[src/rtl/core/mexp32_pkg.sv]
// ----------------------------------------------------------------------------
// mexp32_pkg
// Types, constants and microcode for the 32-bit modular exponentiation block.
// ----------------------------------------------------------------------------
package mexp32_pkg;

	localparam int FIELD_W        = 32;
	localparam int DATA_WIDTH_DEF = 32;
	localparam int PC_W           = 4;

	typedef struct packed {
		logic [FIELD_W-1:0] base_value;
		logic [FIELD_W-1:0] exponent;
		logic [FIELD_W-1:0] modulus;
	} mexp_req_t;

	typedef struct packed {
		logic [FIELD_W-1:0] power_result;
		logic               zero_modulus_error;
	} mexp_rsp_t;

	// datapath operations
	typedef enum logic [3:0] {
		OP_NOP,
		OP_LOAD,
		OP_CHECK,
		OP_DIV_STEP,
		OP_DIV_DONE,
		OP_MUL_INIT,
		OP_SQ_INIT,
		OP_MUL_STEP,
		OP_ACC_WB,
		OP_BASE_WB,
		OP_RESULT
	} op_t;

	// jump conditions; taken jump goes to target, else fall through
	typedef enum logic [2:0] {
		C_NEVER,
		C_ALWAYS,
		C_NO_REQ,
		C_MOD_ZERO,
		C_CNT_MORE,
		C_EXP_ZERO,
		C_EBIT_CLEAR,
		C_RSP_BUSY
	} cond_t;

	typedef struct packed {
		op_t             op;
		cond_t           cond;
		logic [PC_W-1:0] target;
	} ctrl_word_t;

	// step addresses
	localparam logic [PC_W-1:0] STEP_WAIT     = 4'd0;
	localparam logic [PC_W-1:0] STEP_CHECK    = 4'd1;
	localparam logic [PC_W-1:0] STEP_DIV      = 4'd2;
	localparam logic [PC_W-1:0] STEP_DIV_DONE = 4'd3;
	localparam logic [PC_W-1:0] STEP_EXP_TEST = 4'd4;
	localparam logic [PC_W-1:0] STEP_MUL_INIT = 4'd5;
	localparam logic [PC_W-1:0] STEP_MUL      = 4'd6;
	localparam logic [PC_W-1:0] STEP_ACC_WB   = 4'd7;
	localparam logic [PC_W-1:0] STEP_SQ_INIT  = 4'd8;
	localparam logic [PC_W-1:0] STEP_SQ       = 4'd9;
	localparam logic [PC_W-1:0] STEP_BASE_WB  = 4'd10;
	localparam logic [PC_W-1:0] STEP_RESULT   = 4'd11;
	localparam logic [PC_W-1:0] STEP_TAIL     = 4'd12;

	// control store
	function automatic ctrl_word_t ucode_rom(input logic [PC_W-1:0] pc);
		ctrl_word_t w;
		case (pc)
			STEP_WAIT:     w = '{OP_LOAD,     C_NO_REQ,     STEP_WAIT};
			STEP_CHECK:    w = '{OP_CHECK,    C_MOD_ZERO,   STEP_RESULT};
			STEP_DIV:      w = '{OP_DIV_STEP, C_CNT_MORE,   STEP_DIV};
			STEP_DIV_DONE: w = '{OP_DIV_DONE, C_NEVER,      STEP_WAIT};
			STEP_EXP_TEST: w = '{OP_NOP,      C_EXP_ZERO,   STEP_RESULT};
			STEP_MUL_INIT: w = '{OP_MUL_INIT, C_EBIT_CLEAR, STEP_SQ_INIT};
			STEP_MUL:      w = '{OP_MUL_STEP, C_CNT_MORE,   STEP_MUL};
			STEP_ACC_WB:   w = '{OP_ACC_WB,   C_NEVER,      STEP_WAIT};
			STEP_SQ_INIT:  w = '{OP_SQ_INIT,  C_NEVER,      STEP_WAIT};
			STEP_SQ:       w = '{OP_MUL_STEP, C_CNT_MORE,   STEP_SQ};
			STEP_BASE_WB:  w = '{OP_BASE_WB,  C_ALWAYS,     STEP_EXP_TEST};
			STEP_RESULT:   w = '{OP_RESULT,   C_RSP_BUSY,   STEP_RESULT};
			STEP_TAIL:     w = '{OP_NOP,      C_ALWAYS,     STEP_WAIT};
			default:       w = '{OP_NOP,      C_ALWAYS,     STEP_WAIT};
		endcase
		return w;
	endfunction

endpackage

[src/rtl/core/modular_exponentiation_32_top.sv]
// Loads, checks and reduces the base, then for each exponent bit up to the
// highest set bit multiplies (set bit only) and squares, then gives the result
// and returns to idle; a zero modulus goes straight to the result. One item at
// a time; the bit-serial modular product does one add-double per cycle.
// Reset: asynchronous, active low; returns the step address to idle and clears result valid.
// ----------------------------------------------------------------------------
// modular_exponentiation_32_top
// base ^ exponent mod modulus by square and multiply under microcode control.
// ----------------------------------------------------------------------------
module modular_exponentiation_32_top #(
	parameter int DATA_WIDTH = mexp32_pkg::DATA_WIDTH_DEF
) (
	input  logic                  clk,
	input  logic                  arst_n,
	// request channel
	input  logic                  req_valid,
	output logic                  req_stall,
	input  mexp32_pkg::mexp_req_t req,
	// response channel
	output logic                  rsp_valid,
	input  logic                  rsp_stall,
	output mexp32_pkg::mexp_rsp_t rsp
);

	localparam int DW    = DATA_WIDTH;
	localparam int FW    = mexp32_pkg::FIELD_W;
	localparam int CNT_W = (DW > 1) ? $clog2(DW) : 1;
	localparam logic [CNT_W-1:0] CNT_LAST = CNT_W'(DW - 1);

	// (x + y) mod m for x, y below m; wraps in DW bits, so the result is right even where x + y overflows
	function automatic logic [DW-1:0] add_mod(input logic [DW-1:0] x,
	                                          input logic [DW-1:0] y,
	                                          input logic [DW-1:0] m);
		logic [DW-1:0] gap;
		gap = m - x;
		if (y >= gap) begin
			return x + y - m;
		end
		return x + y;
	endfunction

	// sequencer
	logic [mexp32_pkg::PC_W-1:0] pc_q, pc_next;
	mexp32_pkg::ctrl_word_t      uw;
	logic                        jump;

	// datapath registers
	logic [DW-1:0]    base_q;   // base; dividend shifter during reduction
	logic [DW-1:0]    exp_q;    // exponent, shifted right per bit
	logic [DW-1:0]    mod_q;
	logic [DW-1:0]    acc_q;    // running result
	logic [DW-1:0]    pa_q;     // multiplier bits, LSB first
	logic [DW-1:0]    pb_q;     // multiplicand, doubled each step
	logic [DW-1:0]    pr_q;     // product; remainder during reduction
	logic [CNT_W-1:0] cnt_q;
	logic             err_q;

	logic             rsp_valid_q;
	mexp32_pkg::mexp_rsp_t rsp_q;

	logic [DW-1:0] base_in, exp_in, mod_in, acc_out;
	logic [DW:0]   rem_sh;
	logic [DW:0]   rem_sub;
	logic          req_xfer, rsp_busy;

	// operand widths: fields are masked or zero-extended to the datapath
	generate
		if (DW > FW) begin : g_wide
			assign base_in = {{(DW-FW){1'b0}}, req.base_value};
			assign exp_in  = {{(DW-FW){1'b0}}, req.exponent};
			assign mod_in  = {{(DW-FW){1'b0}}, req.modulus};
			assign acc_out = acc_q;
		end else if (DW == FW) begin : g_equal
			assign base_in = req.base_value;
			assign exp_in  = req.exponent;
			assign mod_in  = req.modulus;
			assign acc_out = acc_q;
		end else begin : g_narrow
			assign base_in = req.base_value[DW-1:0];
			assign exp_in  = req.exponent[DW-1:0];
			assign mod_in  = req.modulus[DW-1:0];
			assign acc_out = acc_q;
		end
	endgenerate

	logic [FW-1:0] result_field;
	generate
		if (DW >= FW) begin : g_res_trunc
			assign result_field = acc_out[FW-1:0];
		end else begin : g_res_ext
			assign result_field = {{(FW-DW){1'b0}}, acc_out};
		end
	endgenerate

	assign uw        = mexp32_pkg::ucode_rom(pc_q);
	assign req_stall = (uw.op != mexp32_pkg::OP_LOAD);
	assign req_xfer  = req_valid && !req_stall;
	assign rsp_busy  = rsp_valid_q && rsp_stall;
	assign rsp_valid = rsp_valid_q;
	assign rsp       = rsp_q;

	// restoring remainder step for the base reduction
	assign rem_sh  = {pr_q, base_q[DW-1]};
	assign rem_sub = rem_sh - {1'b0, mod_q};

	// jump condition and next step
	always_comb begin
		case (uw.cond)
			mexp32_pkg::C_NEVER:      jump = 1'b0;
			mexp32_pkg::C_ALWAYS:     jump = 1'b1;
			mexp32_pkg::C_NO_REQ:     jump = !req_valid;
			mexp32_pkg::C_MOD_ZERO:   jump = (mod_q == '0);
			mexp32_pkg::C_CNT_MORE:   jump = (cnt_q != CNT_LAST);
			mexp32_pkg::C_EXP_ZERO:   jump = (exp_q == '0);
			mexp32_pkg::C_EBIT_CLEAR: jump = !exp_q[0];
			mexp32_pkg::C_RSP_BUSY:   jump = rsp_busy;
			default:                  jump = 1'b1;
		endcase
		pc_next = jump ? uw.target : pc_q + 1'b1;
	end

	always_ff @(posedge clk or negedge arst_n) begin
		if (!arst_n) begin
			pc_q <= mexp32_pkg::STEP_WAIT;
		end else begin
			pc_q <= pc_next;
		end
	end

	// datapath, driven by the current control word
	always_ff @(posedge clk) begin
		case (uw.op)
			mexp32_pkg::OP_LOAD: begin
				if (req_xfer) begin
					base_q <= base_in;
					exp_q  <= exp_in;
					mod_q  <= mod_in;
					pr_q   <= '0;
					cnt_q  <= '0;
				end
			end
			mexp32_pkg::OP_CHECK: begin
				err_q <= (mod_q == '0);
			end
			mexp32_pkg::OP_DIV_STEP: begin
				pr_q   <= rem_sub[DW] ? rem_sh[DW-1:0] : rem_sub[DW-1:0];
				base_q <= base_q << 1;
				cnt_q  <= cnt_q + 1'b1;
			end
			mexp32_pkg::OP_DIV_DONE: begin
				base_q <= pr_q;
				acc_q  <= DW'(1);
			end
			mexp32_pkg::OP_MUL_INIT: begin
				pa_q  <= acc_q;
				pb_q  <= base_q;
				pr_q  <= '0;
				cnt_q <= '0;
			end
			mexp32_pkg::OP_SQ_INIT: begin
				pa_q  <= base_q;
				pb_q  <= base_q;
				pr_q  <= '0;
				cnt_q <= '0;
			end
			mexp32_pkg::OP_MUL_STEP: begin
				if (pa_q[0]) begin
					pr_q <= add_mod(pr_q, pb_q, mod_q);
				end
				pb_q  <= add_mod(pb_q, pb_q, mod_q);
				pa_q  <= pa_q >> 1;
				cnt_q <= cnt_q + 1'b1;
			end
			mexp32_pkg::OP_ACC_WB: begin
				acc_q <= pr_q;
			end
			mexp32_pkg::OP_BASE_WB: begin
				base_q <= pr_q;
				exp_q  <= exp_q >> 1;
			end
			default: begin
			end
		endcase
	end

	// result register: holds one finished result until its transfer
	always_ff @(posedge clk or negedge arst_n) begin
		if (!arst_n) begin
			rsp_valid_q <= 1'b0;
		end else if (uw.op == mexp32_pkg::OP_RESULT && !rsp_busy) begin
			rsp_valid_q <= 1'b1;
		end else if (rsp_valid_q && !rsp_stall) begin
			rsp_valid_q <= 1'b0;
		end
	end

	always_ff @(posedge clk) begin
		if (uw.op == mexp32_pkg::OP_RESULT && !rsp_busy) begin
			rsp_q.power_result       <= err_q ? '0 : result_field;
			rsp_q.zero_modulus_error <= err_q;
		end
	end

endmodule
[config.mk]
export PLATFORM = sky130hd
export DESIGN_NAME = modular_exponentiation_32_top
export DESIGN_NICKNAME = d
export VERILOG_FILES = /design/src/rtl/core/mexp32_pkg.sv /design/src/rtl/core/modular_exponentiation_32_top.sv
export SDC_FILE = /design/constraint.sdc
export NUM_CORES = 1
export LEC_CHECK = 0
export ABC_AREA = 1
export ABC_CLOCK_PERIOD_IN_PS = 5700
export BUFFER_PORTS_ARGS = -buffer_cell sky130_fd_sc_hd__buf_2
export CORE_UTILIZATION = 44
export DETAILED_ROUTE_END_ITERATION = 10
export GPL_TIMING_DRIVEN = 0
export PLACE_DENSITY_LB_ADDON = 0.1
export SETUP_SLACK_MARGIN = 0.15
export SLEW_MARGIN = 15
export SYNTH_ARGS = -nofsm -noshare
export SYNTH_HDL_FRONTEND = slang
export SYNTH_SLANG_ARGS = --single-unit
[constraint.sdc]
create_clock -name clk -period 5.7 [get_ports clk]
set_input_delay 0.855 -clock clk [delete_from_list [all_inputs] [get_ports clk]]
set_output_delay 0.855 -clock clk [all_outputs]
set_load 0.02 [all_outputs]
==> results.json <==
{
  "start_util": 0.444,
  "cap_violations": 0,
  "synth_cell_types": 51,
  "dp.cells": 4657,
  "fin_hold_ws_ns": 0.126,
  "setup_violations": 0,
  "overflow": 0,
  "htree_levels": 2,
  "yosysTopAreaCell": "edfxtp_1",
  "relSlewSlack": 0.467,
  "yosys-top-cells-count": "nand2_1 (1,134), inv_1 (573), nor2_1 (361)",
  "slowest_stage": "edfxtp_1",
  "avgRoutedWirePerCell_um": 21.3,
  "ioPinCount": 135,
  "timing.final.crit_share": 0.906,
  "crit_path_end_kind": "flop",
  "drt_wl_total_mm": 100,
  "critPathKind": "reg2reg",
  "clk_pin_slew_ns": 0.06,
  "stdcell_count": 4721,
  "path_max_fanout": 10,
  "hold_violations": 0,
  "grt_pass1_wl_mm": 145,
  "drc": 0,
  "cts_tree": "done",
  "ant_nets": 0,
  "num_rows": 89,
  "antenna_found_initial": 0,
  "fill_cells": 6097,
  "rsz0062_at_grt": "no",
  "max_stage_delay_ns": 0.81,
  "root_buffer": "clkbuf_16",
  "hpwlAfterDp_mm": 84.0,
  "nNetsFinal": 4289,
  "synthToLayoutAreaGrowth_pct": 11.0,
  "path_depth": 21,
  "crit_arrival_ns": 5.47,
  "grt_max_degree": 33,
  "clk_latency_ns": 0.57,
  "gp_congestion": 1.03,
  "first_global_vias": 24532,
  "die_area_um2": 60500,
  "ys.flop_type": "edfxtp_1",
  "synth.avg_cell_area_um2": 6.99,
  "start_kind": "flop",
  "worstReg2RegStart": "mod_q[1]",
  "r2r-end": "pb_q[23]",
  "cp.required_ns": 6.01,
  "ys_seq_elements": 268,
  "fin_skew_ns": 0.0307,
  "antenna_cells": 0,
  "outcome": "complete, no violations",
  "layout_min_cycle_time_ns": 5.16,
  "setup_ws_ns": 0.538,
  "synth.top_cell.area_share": 0.302,
  "drive_gt1_frac": 0.0780,
  "path_cells": "ha_1 > nand3_1 > nand2_1 > a21boi_2 > inv_1 > a21oi_1 > nand3b_1 > nand2_1 > xor2_1 > ha_1 > nand2_1 > nor2_1 > nand2_1 > nor2_1 > nand4_2 > nand3_1 > buf_4 > clkbuf_4 > nand3_1 > nand3_1 > nand2_1",
  "synth.most_common_cell": "nand2_1",
  "io_buffer_count": 134,
  "drt-pass1-iter-count": 6,
  "die_w_um": 246,
  "rr_worst_depth": 21,
  "crit_family": "simple AND/OR/NAND/NOR gates",
  "yosysWarnings": 0,
  "fin_util": 0.493,
  "pre_cts_slack_ns": 0.229,
  "crit_buf_inv": 3,
  "synth-edff-count": 263,
  "core_area_um2": 58900,
  "cts_buffers": 35,
  "viasPerCell": 5.53,
  "cts.sinks": 268,
  "synth_area_um2": 26200,
  "path_common_cell": "nand2_1",
  "fmax_mhz": 194,
  "yosys-top-cells-area": "edfxtp_1 (30%), nand2_1 (16%), ha_1 (12%), inv_1 (8.2%), nor2_1 (5.2%)",
  "cts_buffer_depth": 3,
  "synth_nets": 4109,
  "async_flop_share": 0.0187,
  "die_h_um": 246,
  "slew_viol_final": 0,
  "r2r_slack_ns": 0.54,
  "worstMarginPinSlew_ns": 0.800,
  "grtUsageTotal": 0.327,
  "syn_inst": 3745,
  "vias": 26098,
  "hold_buffers": 0,
  "hold_path.class": "in2async",
  "first_iter_violations": 2227,
  "ys_seq_area_frac": 0.307
}
-- stage by stage --
step | TNS, ns | cell area [µm²]
floorplan | 0 | 26200
global placement | -87.08 | 27800
CTS | 0 | 29000
finish | 0 | 29000
detailed placement | 0 | 27900
global route | 0 | 29000
-- area by class of cell --
cell class / instances / area, µm² / area share
inverter: 582 / 2190 / 0.0753
tap: 773 / 967 / 0.0333
buffer: 68 / 415 / 0.0143
clock buffer: 38 / 887 / 0.0305
clock inverter: 22 / 166 / 0.00573
timing repair buffer: 143 / 808 / 0.0278
multi-input combinational: 2827 / 15600 / 0.537
sequential: 268 / 8020 / 0.276
-- sequential cells by signal (all words and copies together) (netlist names), 4 cells and up --
| signal | count |
|---|---|
| rsp | 33 |
| acc_out | 32 |
| base_q | 32 |
| exp_q | 32 |
| mod_q | 32 |
| pa_q | 32 |
| pb_q | 32 |
| pr_q | 32 |
| cnt_q | 5 |
| pc_q | 4 |
-- routing by layer --
layer  routed length [µm]  vias up  track usage
met1                43100    12108        0.435
met3                 7400      221       0.0419
met2                43400      987        0.508
met4                 6470        0        0.193
li1                     -    12782            -
met5                    0        -            0
-- worst max path at each step --
stage / startpoint / endpoint / slack (ns)
2_1_floorplan: pc_q[0] / pr_q[0] / 1.02
3_3_place_gp: pc_q[0] / pr_q[0] / -1.21
3_5_place_dp: mod_q[1] / pb_q[23] / 0.23
4_1_cts: mod_q[1] / pb_q[23] / 0.21
5_1_grt: pb_q[2] / pb_q[26] / 0.23
6_report: mod_q[1] / pb_q[23] / 0.54
-- layout by cell type (no fill, tap or decap), types with 17 or more instances in the layout --
| cell | instances |
|---|---|
| xor2_1 | 56 |
| buf_4 | 19 |
| inv_1 | 571 |
| ha_1 | 258 |
| nand2_1 | 1131 |
| clkbuf_16 | 35 |
| edfxtp_1 | 263 |
| o221ai_2 | 26 |
| clkbuf_1 | 25 |
| o21ai_0 | 176 |
| nand3_1 | 224 |
| nand3b_1 | 17 |
| a21oi_1 | 249 |
| nor2_1 | 360 |
| buf_2 | 151 |
| o21bai_1 | 23 |
| nor4_1 | 17 |
| o221ai_1 | 33 |
| nor3_1 | 31 |
| nand4_1 | 56 |
| xnor2_1 | 68 |
-- logic make-up (layout without fill, tap and decap cells) --
group	after synthesis	after routing	synth area share
buffers and inverters	650	853	0.0992
adders and majority gates	264	264	0.128
AOI/OAI and AO/OA	573	573	0.132
and+or+nand+nor	1866	1866	0.293
DFF	268	268	0.307
xor gates and xnor gates	124	124	0.0415
-- worst register-to-register path, delay by kind of cell (launching register included) --
kind,cells,cell delay [ns]
fa+ha+maj,2,0.65
compound gates,2,0.56
buf+inv,3,0.61
simple gates,13,2.14
flops,1,0.81
xor+xnor,1,0.16
-- repair_timing --
action | in CTS | in global routing
setup endpoints to repair | 0 | 30
gates resized for setup | 0 | 10
setup buffers | 0 | 4
Power is not shown: default switching activity piles up to over one toggle a cycle in this logic, so the estimate is an artifact.
